--- src/lz3d_pkg.sv ---
// shared types, codes and helpers of the lz3 stream decompressor
package lz3d_pkg;

  localparam int unsigned HistoryDepthDefault = 65536;
  localparam int unsigned CountWidth = 17;
  localparam logic [CountWidth-1:0] LimitReset = 17'h10000;

  typedef struct packed {
    logic [1:0] req_type;
    logic [7:0] in_byte;
  } item_t;

  typedef struct packed {
    logic       out_valid;
    logic [7:0] out_byte;
    logic       want_byte;
    logic       done_res;
    logic [2:0] error_code;
    logic       req_rejected;
  } result_t;

  localparam logic [1:0] REQ_PUSH = 2'd0;
  localparam logic [1:0] REQ_PULL = 2'd1;
  localparam logic [1:0] REQ_END  = 2'd2;

  typedef enum logic [1:0] {
    KIND_PUSH,
    KIND_PULL,
    KIND_END,
    KIND_BAD
  } kind_t;

  typedef struct packed {
    kind_t      kind;
    logic [7:0] data;
  } word_t;

  localparam logic [2:0] ERR_NONE    = 3'd0;
  localparam logic [2:0] ERR_SRC_END = 3'd1;
  localparam logic [2:0] ERR_BADREF  = 3'd2;
  localparam logic [2:0] ERR_REVERSE = 3'd3;
  localparam logic [2:0] ERR_LIMIT   = 3'd4;
  localparam logic [2:0] ERR_EMPTY   = 3'd5;

  localparam logic [2:0] CMD_LITERAL = 3'd0;
  localparam logic [2:0] CMD_FILL    = 3'd1;
  localparam logic [2:0] CMD_ALT     = 3'd2;
  localparam logic [2:0] CMD_ZERO    = 3'd3;
  localparam logic [2:0] CMD_COPY    = 3'd4;
  localparam logic [2:0] CMD_BITREV  = 3'd5;
  localparam logic [2:0] CMD_REVERSE = 3'd6;
  localparam logic [2:0] CMD_EXT     = 3'd7;

  localparam logic [7:0] CTRL_END = 8'hFF;

  function automatic logic [7:0] bit_reverse(input logic [7:0] v);
    logic [7:0] r;
    for (int i = 0; i < 8; i++) begin
      r[i] = v[7-i];
    end
    return r;
  endfunction

endpackage

--- src/lz3d_front.sv ---
// front end: takes request words, classifies them and queues them for the back end
module lz3d_front (
  input  logic            clk,
  input  logic            rst,
  input  logic            item_valid,
  output logic            item_ready,
  input  lz3d_pkg::item_t item,
  output logic            q_valid,
  input  logic            q_ready,
  output lz3d_pkg::word_t q_word
);

  lz3d_pkg::word_t slot [2];
  logic            wp;
  logic            rp;
  logic [1:0]      fill;
  lz3d_pkg::word_t cls;
  logic            push;
  logic            pop;

  always_comb begin
    cls.data = item.in_byte;
    case (item.req_type)
      lz3d_pkg::REQ_PUSH: cls.kind = lz3d_pkg::KIND_PUSH;
      lz3d_pkg::REQ_PULL: cls.kind = lz3d_pkg::KIND_PULL;
      lz3d_pkg::REQ_END:  cls.kind = lz3d_pkg::KIND_END;
      default:            cls.kind = lz3d_pkg::KIND_BAD;
    endcase
  end

  assign item_ready = (fill != 2'd2);
  assign q_valid    = (fill != 2'd0);
  assign q_word     = slot[rp];
  assign push       = item_valid && item_ready;
  assign pop        = q_valid && q_ready;

  always_ff @(posedge clk) begin
    if (push) begin
      slot[wp] <= cls;
    end
  end

  always_ff @(posedge clk) begin
    if (rst) begin
      wp   <= 1'b0;
      rp   <= 1'b0;
      fill <= 2'd0;
    end else begin
      if (push) begin
        wp <= ~wp;
      end
      if (pop) begin
        rp <= ~rp;
      end
      fill <= fill + {1'b0, push} - {1'b0, pop};
    end
  end

`ifndef NO_ASSERTIONS
  a_fill_range: assert property (@(posedge clk) disable iff (rst) fill != 2'd3)
    else $error("queue fill out of range");
  a_no_pop_empty: assert property (@(posedge clk) disable iff (rst)
    fill == 2'd0 |-> !pop)
    else $error("pop from empty queue");
`endif

endmodule

--- config.mk ---
export PLATFORM = sky130hd
export DESIGN_NAME = lz3d_front
export DESIGN_NICKNAME = d
export VERILOG_FILES = /design/src/lz3d_pkg.sv /design/src/lz3d_front.sv
export SDC_FILE = /design/constraint.sdc
export NUM_CORES = 1
export LEC_CHECK = 0
export BUFFER_PORTS_ARGS = -buffer_cell sky130_fd_sc_hd__buf_2
export CORE_MARGIN = 2
export CORE_UTILIZATION = 49
export CTS_CLUSTER_DIAMETER = 40
export DETAILED_ROUTE_END_ITERATION = 16
export PLACE_DENSITY = 0.86
export SLEW_MARGIN = 15
export SYNTH_ARGS = -nofsm -noshare
export SYNTH_HDL_FRONTEND = slang
export SYNTH_SLANG_ARGS = --single-unit
--- constraint.sdc ---
create_clock -name clk -period 1.6 [get_ports clk]
set_input_delay 0.16 -clock clk [delete_from_list [all_inputs] [get_ports clk]]
set_output_delay 0.16 -clock clk [all_outputs]
set_load 0.01 [all_outputs]
==> tab_implementation.tex, run 1 <==
\begin{tabular}{lr}
\hline
Metric & Value \\
\hline
\multicolumn{2}{l}{\textbf{Worst setup path}} \\
Setup Crit Path Kind & reg2reg \\
Worst R2R Start & fill[1] \\
Arrival time worst endpoint & $\sim$1.8 ns \\
Data required, critical path & between 1.5 and 2 ns \\
Worst r2r path cells & 7 \\
Worst Setup Start Kind & flip-flop \\
Reg-to-reg endpoint & fill[1] \\
Highest cell delay on the worst timing path & 0.39 ns \\
CP cell instances & o21a\_4 > ha\_4 > inv\_1 > ha\_2 > xor2\_2 > and2\_4 > nor3\_2 \\
Slowest cell on the critical path & sky130\_fd\_sc\_hd\_\_dfxtp\_4 \\
Worst Path Max Fanout & 4 \\
Crit path capture type & flip-flop \\
Reg-to-reg slack, setup & 0.04 ns \\
\multicolumn{2}{l}{\textbf{Drt}} \\
Final ANT Viol Nets & 0 \\
Vias after detailed routing & 535 \\
Average wire per cell in the routed design & 13.65 um \\
Remaining design rule violation count & 0 \\
Number of DRC violations after detailed-routing iteration 0 & 2 \\
Mean number of vias per cell & between 4 and 5 \\
Count of TritonRoute iterations in the first routing pass & 2 \\
Total wire length after detailed routing & 1556 um \\
\multicolumn{2}{l}{\textbf{Run}} \\
\# Max-Cap Violations & 0 \\
\multicolumn{2}{l}{\textbf{Timing}} \\
Normalized max-slew margin & 84.13\% \\
Min Clock Period, post-route & 1.555 ns \\
Largest clock skew in the final design & 0.007191 ns \\
Accumulated negative setup slack & 0 ns \\
Transition time at the pin with the least slew margin & 0.2363 ns \\
Max frequency & 643.0 MHz \\
Setup violators final & 0 \\
Final count of pins violating max slew & 0 \\
Post-route clock period utilization & roughly 97\% \\
Hold violation count in the final report & 0 \\
\multicolumn{2}{l}{\textbf{Logic synthesis}} \\
Average cell area after synthesis & 16.78 sq um \\
Post-Synthesis Cells & 58 \\
Dominant synthesized flop cell & sky130\_fd\_sc\_hd\_\_edfxtp\_1 \\
Number of flops mapped to enable cells by yosys & 20 \\
Cell area after synthesis & 973.4 sq um \\
Flops \& latches, synth & 25 \\
Sequential-to-total area share from yosys stat & a little under three quarters \\
Area share of the leading cell type in the synthesized netlist & 61.70\% \\
Most instantiated cells after synthesis & 20 x sky130\_fd\_sc\_hd\_\_edfxtp\_1, 10 x sky130\_fd\_sc\_hd\_\_mux2\_2, 5 x sky130\_fd\_sc\_hd\_\_dfxtp\_1, 5 x sky130\_fd\_sc\_hd\_\_nor2\_1 \\
Distinct cell type count after synthesis & 20 \\
Yosys warning count & 0 \\
Cell types with the largest area share after synthesis & sky130\_fd\_sc\_hd\_\_edfxtp\_1 62\%, sky130\_fd\_sc\_hd\_\_mux2\_2 12\%, sky130\_fd\_sc\_hd\_\_dfxtp\_1 10\% \\
Async SR Flop Fraction & 0\% \\
Top cell type by total area after synthesis & sky130\_fd\_sc\_hd\_\_edfxtp\_1 \\
Syn nets & 74 \\
Count leader, synth & sky130\_fd\_sc\_hd\_\_edfxtp\_1 \\
\multicolumn{2}{l}{\textbf{Layout}} \\
Area added between synthesis and finish & 25.32\% \\
Post-Route Utilization & 63.48\% \\
Number of diodes added for antenna fixing & 0 \\
Ratio of cells with drive above 1 in the final layout & roughly 66\% \\
Number of nets in the final layout & 104 \\
\multicolumn{2}{l}{\textbf{Placed design}} \\
Weighted congestion reported at the end of routability-driven placement & 0.6717 \\
DPL Wire Length & 1013 um \\
Buffers added on ports & 25 \\
\multicolumn{2}{l}{\textbf{Floorplan}} \\
DIE WIDTH & roughly 49 um \\
Die extent in y & about 50 um \\
Std cell rows & 16 \\
Die outline area & 2359 sq um \\
Core Footprint & just under 2000 sq um \\
Number of ports placed on the die boundary & 26 \\
Initial Util & 50.65\% \\
\multicolumn{2}{l}{\textbf{Clock network}} \\
Number of hold buffers added after cts & 0 \\
H-tree levels & 1 \\
TritonCTS clock tree & built \\
Clock transition at path regs & 0.13 ns \\
Number of buffers inserted during clock tree synthesis & 3 \\
Cell at the root of the clock tree & sky130\_fd\_sc\_hd\_\_clkbuf\_4 \\
Max Root-Sink Buffers & 2 \\
Number of sinks handled by clock tree synthesis & 25 \\
Worst skew pair latency & about 0.30 ns \\
\multicolumn{2}{l}{\textbf{Global route}} \\
Pin count of the biggest net entering global routing & 15 \\
Final global-route overflow total & 0 \\
Global-route wire length before repair & approximately 2300 um \\
Number of global-route vias before repair & approximately 500 \\
Initial antenna violation count & 0 \\
Overall routing resource usage & between 10\% and 20\% \\
\multicolumn{2}{l}{\textbf{Power}} \\
Power density normalized to cell area & 1545 nW/um\^{}2 \\
Leakage power & 0.4825 nW \\
Max IR drop VDD & between 800 and 900 uV \\
\multicolumn{2}{l}{\textbf{Outcome}} \\
Outcome & finished clean \\
\multicolumn{2}{l}{\textbf{Hold path}} \\
Kind of path behind the tightest hold check & in2reg \\
Worst hold path stage count & 1 \\
Worst Hold Launch & item[0] \\
Hold EP & slot[0][0] \\
\hline
\end{tabular}
==> flip-flops by register name (all words and copies together) (netlist names), named ones only <==
register  flops
wp            1
fill          2
rp            1
slot         20
==> kinds of logic (layout without fill, tap and decap cells) <==
| kind of cell | Yosys count | count (layout) | share of synthesized area (%) |
|---|---|---|---|
| adder cells (fa/ha/maj) | 2 | 2 | 2.570 |
| XOR/XNOR | 2 | 2 | 1.800 |
| AND/OR/NAND/NOR | 13 | 13 | 7.971 |
| flip-flops | 25 | 25 | 71.98 |
| buffers and inverters | 4 | 33 | 1.670 |
| AO/OA/AOI/OAI | 1 | 1 | 0.8999 |
| multiplexers | 11 | 11 | 13.11 |
==> layout make-up <==
cell class | instances | area (sq um)
tap | 27 | 33.78
inverter | 1 | 3.754
clock inverter | 1 | 5.005
timing repair buffer | 28 | 147.6
multi-input combinational | 29 | 300.3
clock buffer | 3 | 22.52
fill | 160 | 701.9
sequential | 25 | 706.9
==> per-layer routing <==
metal | up-vias | GRT usage (%) | share of wire, %
li1 | 265 | - | -
met1 | 256 | 18.09 | 43
met2 | 14 | 20.37 | 53
met3 | 0 | 3.086 | 3.9
met4 | 0 | 4.286 | 0
met5 | - | 0 | 0
==> power breakdown <==
part | switching (W) | internal, W | total (W)
registers | 0.0000998 | 0.000859 | 0.000958
clock network | 0.000172 | 0.0000931 | 0.000266
logic | 0.000297 | 0.000364 | 0.000661
total | 0.000569 | 0.00132 | 0.00188
==> worst max path at each step <==
stage / endpoint / start / slack [ns]
5_1_grt: fill[1] / fill[0] / -0.02
6_report: fill[1] / fill[1] / 0.04
3_3_place_gp: fill[1] / fill[0] / 0.09
2_1_floorplan: fill[1] / fill[0] / 0.09
4_1_cts: fill[1] / fill[1] / 0.02
3_5_place_dp: fill[1] / fill[0] / 0.009
==> worst max-delay path, delay by kind of cell (launching register included) <==
family | cells | cell delay [ns]
AO/OA/AOI/OAI | 1 | 0.23
flip-flops | 1 | 0.39
AND/OR/NAND/NOR | 2 | 0.23
buffers and inverters | 1 | 0.03
XOR/XNOR | 1 | 0.18
adder cells (fa/ha/maj) | 2 | 0.42
==> per-stage QoR <==
step                      worst slack [ns]  hold WS, ns  power, W  area, sq um  instances
after floorplan                    0.09284       0.2316  0.001312        973.4         58
after global placement             0.08549       0.3481  0.001482         1127        108
after detailed placement          0.009323       0.3519  0.001508         1127        108
after CTS                          0.01749      0.02944  0.001768         1157        112
after global routing              -0.02033     0.006868  0.002008         1220        114
final                              0.04486      0.03205  0.001885         1220        114
==> cell usage in the layout (no fill, tap or decap) <==
cell,Yosys,final
sky130_fd_sc_hd__xnor2_1,1,1
sky130_fd_sc_hd__buf_4,0,3
sky130_fd_sc_hd__clkinv_2,0,1
sky130_fd_sc_hd__and3_2,1,1
sky130_fd_sc_hd__nand2b_4,0,1
sky130_fd_sc_hd__or2_2,1,1
sky130_fd_sc_hd__nor2b_1,1,1
sky130_fd_sc_hd__and2b_1,1,1
sky130_fd_sc_hd__nand2_4,1,1
sky130_fd_sc_hd__ha_4,0,1
sky130_fd_sc_hd__mux2_4,1,1
sky130_fd_sc_hd__and2_4,0,1
sky130_fd_sc_hd__buf_2,1,25
sky130_fd_sc_hd__dfxtp_4,0,1
sky130_fd_sc_hd__ha_2,0,1
sky130_fd_sc_hd__edfxtp_1,20,20
sky130_fd_sc_hd__nor3_2,0,1
sky130_fd_sc_hd__dfxtp_1,5,2
sky130_fd_sc_hd__xor2_2,0,1
sky130_fd_sc_hd__nor2_2,0,1
sky130_fd_sc_hd__dfxtp_2,0,2
sky130_fd_sc_hd__clkbuf_4,0,3
sky130_fd_sc_hd__inv_1,1,1
sky130_fd_sc_hd__nor2_1,5,4
sky130_fd_sc_hd__mux2_2,10,10
sky130_fd_sc_hd__o21a_4,0,1
==> timing repair <==
item,CTS,global route
gates resized for setup,2,10
setup endpoints to repair,11,1
pin swaps,0,2
buffers inserted,0,2
(Power assumes the default switching activity.)
==> inputs of run 2 (changes only) <==
SETUP_SLACK_MARGIN = 0.4   (was not set)
SLEW_MARGIN = 20   (was 15)
==> run 2 against run 1 <==
Effect of this change: die area did not move; clock skew rose by 0.0019 ns; register-to-register slack barely moved; critical path depth did not move; highest routed layer is now met4.
==> tab_implementation.tex, run 2 (synthesis results as in run 1) <==
\begin{tabular}{lr}
\hline
Metric & Value \\
\hline
\multicolumn{2}{l}{\textbf{Drt}} \\
Final ANT Viol Nets & 0 (unchanged) \\
Count of TritonRoute iterations in the first routing pass & 4 (+2) \\
Remaining design rule violation count & 0 (unchanged) \\
Total wire length after detailed routing & 1888 um (+21\%) \\
Number of DRC violations after detailed-routing iteration 0 & 17 (+15) \\
Mean number of vias per cell & 4.917 (+4.8\%) \\
Vias after detailed routing & 595 (+11\%) \\
Average wire per cell in the routed design & 15.60 um (+14\%) \\
\multicolumn{2}{l}{\textbf{Worst setup path}} \\
Highest cell delay on the worst timing path & 0.39 ns (about the same) \\
Kind of cell adding the most delay to the critical path & adder cells \\
Arrival time worst endpoint & 1.76 ns (-0.03 ns) \\
Reg-to-reg slack, setup & 0.05 ns (about the same) \\
Bufs and invs on worst path & 1 (unchanged) \\
Worst Setup Start Kind & flip-flop \\
Crit path capture type & flip-flop \\
Most prevalent standard cell on the critical path & sky130\_fd\_sc\_hd\_\_ha\_4 \\
CP cell instances & o21a\_4 > ha\_4 > inv\_2 > ha\_4 > xor2\_2 > nor2\_1 > nor3\_4 \\
Slowest cell on the critical path & sky130\_fd\_sc\_hd\_\_dfxtp\_4 \\
Data required, critical path & 1.81 ns (-0.03 ns) \\
Worst Path Max Fanout & 4 (unchanged) \\
Setup Crit Path Kind & reg2reg \\
\multicolumn{2}{l}{\textbf{Clock network}} \\
Number of hold buffers added after cts & 0 (unchanged) \\
Number of buffers inserted during clock tree synthesis & 3 (unchanged) \\
TritonCTS clock tree & built \\
H-tree levels & 1 (unchanged) \\
Clock transition at path regs & 0.12 ns (about the same) \\
Max Root-Sink Buffers & 2 (unchanged) \\
Worst skew pair latency & 0.30 ns (about the same) \\
Cell at the root of the clock tree & sky130\_fd\_sc\_hd\_\_clkbuf\_4 \\
Number of sinks handled by clock tree synthesis & 25 (unchanged) \\
\multicolumn{2}{l}{\textbf{Layout}} \\
Number of nets in the final layout & 111 (+6.7\%) \\
Ratio of cells with drive above 1 in the final layout & 68.09\% (+2.6 points) \\
Most frequent standard cell in the layout excluding fill and tap cells & sky130\_fd\_sc\_hd\_\_edfxtp\_1 \\
Max FFs per register & 20 (unchanged) \\
Largest reg by FF count & slot \\
Leading cell types in the layout, fill and taps excluded & 20 x sky130\_fd\_sc\_hd\_\_edfxtp\_1, 16 x sky130\_fd\_sc\_hd\_\_buf\_6, 13 x sky130\_fd\_sc\_hd\_\_buf\_2, 11 x sky130\_fd\_sc\_hd\_\_mux2\_4, 4 x sky130\_fd\_sc\_hd\_\_nor2\_1 \\
Registers with the most flip-flops & slot x20, fill x2 \\
Number of fillers in the final layout & 135 (-16\%) \\
Layout Cell Area excl Fill & 1449 sq um (+19\%) \\
Number of diodes added for antenna fixing & 0 (unchanged) \\
Area added between synthesis and finish & 48.84\% \\
\multicolumn{2}{l}{\textbf{Timing}} \\
Accumulated negative setup slack & 0 ns (unchanged) \\
Final hold slack & 0.03871 ns (+0.006661 ns) \\
Post-route clock period utilization & 97.05\% (-0.15 points) \\
Setup violators final & 0 (unchanged) \\
Final count of pins violating max slew & 0 (unchanged) \\
Transition time at the pin with the least slew margin & 0.2427 ns (+0.006394 ns) \\
Post-route worst setup slack & 0.04727 ns (+0.002413 ns) \\
RSZ-0062 raised after global routing & true \\
Max frequency & 644.0 MHz (+0.16\%) \\
Normalized max-slew margin & 83.80\% (-0.34 points) \\
Hold violation count in the final report & 0 (unchanged) \\
Min Clock Period, post-route & 1.553 ns (-0.002413 ns) \\
Largest clock skew in the final design & 0.009134 ns (+0.001944 ns) \\
\multicolumn{2}{l}{\textbf{Power}} \\
Total chip power & 0.002347 W (+25\%) \\
Max IR drop VDD & 1021 uV (+22\%) \\
Internal cell power & 0.001660 W (+26\%) \\
Net switching power & 0.0006871 W (+21\%) \\
Leakage power & 0.5891 nW (+22\%) \\
Power density normalized to cell area & 1620 nW/um\^{}2 (+4.9\%) \\
Sequential cell fraction of total power & 40.6\% (-10 points) \\
Fraction of power spent switching nets & 29.27\% (-0.93 points) \\
Combinational cell fraction of total power & 48.3\% (+13 points) \\
Clock power share & 11.0\% (-3.1 points) \\
\multicolumn{2}{l}{\textbf{Floorplan}} \\
Initial Util & 50.65\% (unchanged) \\
Std cell rows & 16 (unchanged) \\
DIE WIDTH & 48.57 um (unchanged) \\
Die outline area & 2359 sq um (unchanged) \\
Number of ports placed on the die boundary & 26 (unchanged) \\
Die extent in y & 48.57 um (unchanged) \\
Core Footprint & 1922 sq um (unchanged) \\
\multicolumn{2}{l}{\textbf{Placed design}} \\
DP Area & 1137 sq um (+0.89\%) \\
DPL Wire Length & 1057 um (+4.4\%) \\
Weighted congestion reported at the end of routability-driven placement & 0.6177 (-8.0\%) \\
Buffers added on ports & 25 (unchanged) \\
Pre-CTS setup slack & 0.02233 ns (+0.01301 ns) \\
\multicolumn{2}{l}{\textbf{Global route}} \\
Most Used Layer, Global Route & met2 \\
Number of global-route vias before repair & 625 (+25\%) \\
GR Layer Usage met2 & 31.71\% (+11 points) \\
Initial antenna violation count & 0 (unchanged) \\
Global routing met1 resource utilization & 18.41\% (+0.32 points) \\
Global-route track usage on met3 & 2.778\% (-0.31 points) \\
Global-route wire length before repair & 2877 um (+24\%) \\
Final global-route overflow total & 0 (unchanged) \\
Pin count of the biggest net entering global routing & 14 (-1) \\
Overall routing resource usage & 16.96\% (+3.9 points) \\
\multicolumn{2}{l}{\textbf{Outcome}} \\
Outcome & finished clean \\
\multicolumn{2}{l}{\textbf{Run}} \\
\# Max-Cap Violations & 0 (unchanged) \\
\multicolumn{2}{l}{\textbf{Hold path}} \\
Kind of path behind the tightest hold check & in2reg \\
\hline
\end{tabular}
run 2: cell types whose count changed in the layout (fill, tap and decap cells not counted), sizes merged:
| cell | change |
|---|---|
| buf | +6 |
| clkinv | -1 |
| and3 | +1 |
| clkbuf | +1 |
run 2: cell type report:
class	count	area, sq um	area share [%]
Multi-Input combinational cell	30	370.4	25.56
Tap cell	27	33.78	2.332
Timing Repair Buffer	34	302.8	20.90
Clock buffer	4	26.28	1.813
Sequential cell	25	711.9	49.14
Inverter	1	3.754	0.2591
run 2: per-layer routing:
layer,vias up,wire [um]
li1,283,-
met1,292,709
met2,18,1119
met3,2,50
met4,0,9
met5,-,0
run 2: metrics by stage:
step,instances,utilization [%]
finish,121,75.39
global route,121,75.39
CTS,118,68.75
detailed placement,108,59.18
global placement,108,59.18
floorplan,58,-
run 2: power groups by stage:
stage | logic [W] | clock network (W) | registers (W)
finish | 0.00113 | 0.000259 | 0.000954
global route | 0.00121 | 0.000289 | 0.000969
CTS | 0.000899 | 0.000272 | 0.000938
detailed placement | 0.000572 | 0 | 0.000963
global placement | 0.000552 | 0 | 0.000949
floorplan | 0.000424 | 0 | 0.000909
run 2: what timing repair did:
item,CTS,global route
gates cloned,0,2
gates resized for setup,22,24
endpoints found under the setup margin,13,34
setup buffers,6,1
pin swaps,2,3
run 2: worst paths after layout:
| path | from | to | cells past startpoint |
|---|---|---|---|
| max | fill[1] | fill[1] | 7 |
| min | item[0] | slot[0][0] | 1 |
| max reg2reg | fill[1] | fill[1] | 7 |
| min reg2reg | rp | flip-flop | 2 |
==> inputs of run 3 (changes only) <==
ABC_AREA = 1   (was not set)
CORE_UTILIZATION = 50   (was 49)
PLACE_DENSITY = 0.87   (was 0.86)
==> run 3 against run 2 <==
Effect of this change: clock power grew 4%; fmax grew 9.6%; critical path type unchanged; setup slack gained 0.14 ns; largest cell class unchanged; sequential power shrank 2%; critical path depth grew 3; count of clock-buffer cells in the layout is the same; first-iteration DRC count shrank 24%; area after synthesis grew 4.5%; cell count grew 9.9%; via count grew 9.4%; power shrank 6.3%.
==> tab_implementation.tex, run 3 <==
\begin{tabular}{lr}
\hline
Metric & Value \\
\hline
\multicolumn{2}{l}{\textbf{Outcome}} \\
Outcome & finished clean \\
\multicolumn{2}{l}{\textbf{Power}} \\
Sequential cell fraction of total power & 42.5\% (+1.9 points) \\
Leakage power & 0.5864 nW (-0.46\%) \\
Fraction of power spent switching nets & 31.80\% (+2.5 points) \\
Max IR drop VDD & 1061 uV (+4.0\%) \\
Clock power share & 12.3\% (+1.3 points) \\
Total chip power & 0.002199 W (-6.3\%) \\
Power density normalized to cell area & 1530 nW/um\^{}2 (-5.6\%) \\
Net switching power & 0.0006994 W (+1.8\%) \\
Internal cell power & 0.001500 W (-9.7\%) \\
Combinational cell fraction of total power & 45.2\% (-3.1 points) \\
\multicolumn{2}{l}{\textbf{Timing}} \\
Largest clock skew in the final design & 0.001893 ns (-0.007242 ns) \\
Accumulated negative setup slack & 0 ns (unchanged) \\
Hold violation count in the final report & 0 (unchanged) \\
Transition time at the pin with the least slew margin & 0.2268 ns (-0.01590 ns) \\
Setup violators final & 0 (unchanged) \\
Min Clock Period, post-route & 1.417 ns (-0.1354 ns) \\
Final count of pins violating max slew & 0 (unchanged) \\
Normalized max-slew margin & 84.86\% (+1.1 points) \\
Max frequency & 705.5 MHz (+9.6\%) \\
Post-route clock period utilization & 88.58\% (-8.5 points) \\
Final hold slack & 0.03044 ns (-0.008265 ns) \\
RSZ-0062 raised after global routing & true \\
\multicolumn{2}{l}{\textbf{Global route}} \\
Final global-route overflow total & 0 (unchanged) \\
Overall routing resource usage & 15.67\% (-1.3 points) \\
Number of global-route vias before repair & 635 (+1.6\%) \\
Initial antenna violation count & 0 (unchanged) \\
Global-route wire length before repair & 2753 um (-4.3\%) \\
Pin count of the biggest net entering global routing & 14 (unchanged) \\
\multicolumn{2}{l}{\textbf{Logic synthesis}} \\
Post-Synthesis Cells & 71 (+22\%) \\
Number of flops mapped to enable cells by yosys & 20 (unchanged) \\
Yosys warning count & 0 (unchanged) \\
Most instantiated cells after synthesis & 20 x sky130\_fd\_sc\_hd\_\_edfxtp\_1, 10 x sky130\_fd\_sc\_hd\_\_mux2\_4, 9 x sky130\_fd\_sc\_hd\_\_inv\_1, 9 x sky130\_fd\_sc\_hd\_\_nor2\_1, 8 x sky130\_fd\_sc\_hd\_\_nand2\_1 \\
Area share of the leading cell type in the synthesized netlist & 59.04\% (-2.7 points) \\
Cell types with the largest area share after synthesis & sky130\_fd\_sc\_hd\_\_edfxtp\_1 59\%, sky130\_fd\_sc\_hd\_\_mux2\_4 15\%, sky130\_fd\_sc\_hd\_\_dfxtp\_1 9.8\% \\
Distinct cell type count after synthesis & 11 (-45\%) \\
Average cell area after synthesis & 14.33 sq um (-15\%) \\
Cell area after synthesis & 1017 sq um (+4.5\%) \\
Count leader, synth & sky130\_fd\_sc\_hd\_\_edfxtp\_1 \\
Top cell type by total area after synthesis & sky130\_fd\_sc\_hd\_\_edfxtp\_1 \\
Flops \& latches, synth & 25 (unchanged) \\
Async SR Flop Fraction & 0\% (unchanged) \\
Dominant synthesized flop cell & sky130\_fd\_sc\_hd\_\_edfxtp\_1 \\
Syn nets & 87 (+18\%) \\
Sequential-to-total area share from yosys stat & 68.88\% (-3.1 points) \\
\multicolumn{2}{l}{\textbf{Worst setup path}} \\
Reg-to-reg endpoint & fill[1] \\
CP cell instances & inv\_4 > nand2\_4 > nand2\_4 > ha\_4 > inv\_2 > ha\_4 > inv\_1 > nand2\_2 > a21oi\_2 > nor2\_1 \\
Crit path capture type & flip-flop \\
Crit path launch & fill[0] \\
Worst r2r path cells & 10 (+3) \\
Reg-to-reg slack, setup & 0.18 ns (+0.14 ns) \\
Highest cell delay on the worst timing path & 0.40 ns (about the same) \\
Setup Crit Path Kind & reg2reg \\
Arrival time worst endpoint & 1.64 ns (-0.12 ns) \\
Worst Path Max Fanout & 3 (-1) \\
Worst R2R Start & fill[0] \\
Worst Setup Start Kind & flip-flop \\
Kind of cell adding the most delay to the critical path & adder cells \\
Bufs and invs on worst path & 3 (+2) \\
Slowest cell on the critical path & sky130\_fd\_sc\_hd\_\_dfxtp\_4 \\
Data required, critical path & 1.82 ns (about the same) \\
\multicolumn{2}{l}{\textbf{Drt}} \\
Final ANT Viol Nets & 0 (unchanged) \\
Count of TritonRoute iterations in the first routing pass & 4 (unchanged) \\
Total wire length after detailed routing & 1857 um (-1.6\%) \\
Average wire per cell in the routed design & 13.96 um (-11\%) \\
Number of DRC violations after detailed-routing iteration 0 & 13 (-4) \\
Mean number of vias per cell & 4.895 (-0.46\%) \\
Remaining design rule violation count & 0 (unchanged) \\
Vias after detailed routing & 651 (+9.4\%) \\
\multicolumn{2}{l}{\textbf{Floorplan}} \\
Std cell rows & 16 (unchanged) \\
Number of ports placed on the die boundary & 26 (unchanged) \\
Core Footprint & 1942 sq um (+1.0\%) \\
Die extent in y & 49.11 um (+1.1\%) \\
Initial Util & 52.38\% (+1.7 points) \\
DIE WIDTH & 49.11 um (+1.1\%) \\
Die outline area & 2411 sq um (+2.2\%) \\
\multicolumn{2}{l}{\textbf{Clock network}} \\
Number of sinks handled by clock tree synthesis & 25 (unchanged) \\
Number of buffers inserted during clock tree synthesis & 3 (unchanged) \\
Cell at the root of the clock tree & sky130\_fd\_sc\_hd\_\_clkbuf\_4 \\
H-tree levels & 1 (unchanged) \\
Clock transition at path regs & 0.12 ns (about the same) \\
Worst skew pair latency & 0.31 ns (about the same) \\
Max Root-Sink Buffers & 2 (unchanged) \\
TritonCTS clock tree & built \\
\multicolumn{2}{l}{\textbf{Placed design}} \\
Placed Cells incl. Taps & 121 (+12\%) \\
Buffers added on ports & 25 (unchanged) \\
Weighted congestion reported at the end of routability-driven placement & 0.6507 (+5.3\%) \\
DPL Wire Length & 1119 um (+5.8\%) \\
\multicolumn{2}{l}{\textbf{Layout}} \\
Number of diodes added for antenna fixing & 0 (unchanged) \\
Largest reg by FF count & slot \\
Leading cell types in the layout, fill and taps excluded & 20 x sky130\_fd\_sc\_hd\_\_edfxtp\_1, 14 x sky130\_fd\_sc\_hd\_\_buf\_6, 14 x sky130\_fd\_sc\_hd\_\_buf\_2, 10 x sky130\_fd\_sc\_hd\_\_mux2\_4, 6 x sky130\_fd\_sc\_hd\_\_nor2\_1 \\
Number of nets in the final layout & 123 (+11\%) \\
Area added between synthesis and finish & 41.33\% \\
Ratio of cells with drive above 1 in the final layout & 59.43\% (-8.7 points) \\
Most frequent standard cell in the layout excluding fill and tap cells & sky130\_fd\_sc\_hd\_\_edfxtp\_1 \\
Final standard cell count with taps included and fillers excluded & 133 (+9.9\%) \\
Max FFs per register & 20 (unchanged) \\
Post-Route Utilization & 74.03\% (-1.4 points) \\
Registers with the most flip-flops & slot x20, fill x2 \\
\multicolumn{2}{l}{\textbf{Run}} \\
\# Max-Cap Violations & 0 (unchanged) \\
\multicolumn{2}{l}{\textbf{Hold path}} \\
Worst hold path stage count & 1 (unchanged) \\
Kind of path behind the tightest hold check & in2reg \\
Hold EP & slot[1][5] \\
Worst Hold Launch & item[5] \\
\hline
\end{tabular}
==> run 3: cell types whose count changed in the layout (fill, tap and decap cells not counted), sizes merged, moves of 2 or more <==
cell / previous run / this run
inv: 1 / 8
nand2: 1 / 8
nor2: 5 / 9
nand3: 0 / 3
a21oi: 0 / 2
and3: 2 / 0
buf: 34 / 32
clkinvlp: 0 / 2
==> run 3: logic make-up after synthesis <==
| family | count (synthesis) | share of synthesized area, % |
|---|---|---|
| buffers and inverters | 12 | 5.166 |
| AND/OR/NAND/NOR | 20 | 7.749 |
| flip-flops | 25 | 68.88 |
| multiplexers | 10 | 14.76 |
| adder cells (fa/ha/maj) | 2 | 2.460 |
| AO/OA/AOI/OAI | 2 | 0.9840 |
==> run 3: metrics by stage <==
| stage | setup WS [ns] | cell area [sq um] |
|---|---|---|
| 2_1_floorplan | 0.2817 | 1055 |
| 3_3_place_gp | 0.2500 | 1202 |
| 3_5_place_dp | 0.2195 | 1202 |
| 4_1_cts | 0.1861 | 1389 |
| 5_1_grt | 0.1413 | 1438 |
| 6_report | 0.1827 | 1438 |
==> run 3: repair_timing <==
item | in CTS | in global routing
buffers inserted | 3 | 2
hold buffers | 1 | 0
gates resized for setup | 24 | 7
cloned | 2 | 0
pin swaps | 6 | 3
endpoints found under the setup margin | 32 | 34
hold endpoints to repair | 1 | 0
==> run 3: worst max path at each step <==
stage / cells past startpoint / end / slack (ns)
CTS: 3 / q_word[6] / 0.19
finish: 10 / fill[1] / 0.18
global route: 10 / fill[1] / 0.14
detailed placement: 10 / fill[1] / 0.22
floorplan: 10 / fill[1] / 0.28
global placement: 10 / fill[1] / 0.25
==> run 3: final cells by class <==
| type | instances | area [sq um] |
|---|---|---|
| fill | 132 | 504.2 |
| sequential | 25 | 709.4 |
| timing repair inverter | 1 | 7.507 |
| clock buffer | 4 | 26.28 |
| tap | 27 | 33.78 |
| inverter | 9 | 40.04 |
| timing repair buffer | 33 | 280.3 |
| multi-input combinational | 34 | 340.3 |
==> run 3: per-layer routing <==
metal	wire [um]	track usage, %
met5	0	0
met2	989	27.48
met3	104	4.601
met1	737	17.36
met4	25	7.143
==> run 3: worst reg2reg max path: stages (launching register included) <==
cell                      delay, ns
sky130_fd_sc_hd__dfxtp_4       0.40
sky130_fd_sc_hd__inv_4         0.04
sky130_fd_sc_hd__nand2_4       0.08
sky130_fd_sc_hd__nand2_4       0.06
sky130_fd_sc_hd__ha_4          0.26
sky130_fd_sc_hd__inv_2         0.04
sky130_fd_sc_hd__ha_4          0.15
sky130_fd_sc_hd__inv_1         0.06
sky130_fd_sc_hd__nand2_2       0.06
sky130_fd_sc_hd__a21oi_2       0.14
sky130_fd_sc_hd__nor2_1        0.06
==> run 3: power groups by stage <==
stage | Clock, W | Combinational, W | Sequential (W)
2_1_floorplan | 0 | 0.000493 | 0.000898
3_3_place_gp | 0 | 0.000639 | 0.000901
3_5_place_dp | 0 | 0.000667 | 0.000911
4_1_cts | 0.000274 | 0.000903 | 0.000922
5_1_grt | 0.000305 | 0.00107 | 0.000944
6_report | 0.000270 | 0.000994 | 0.000935
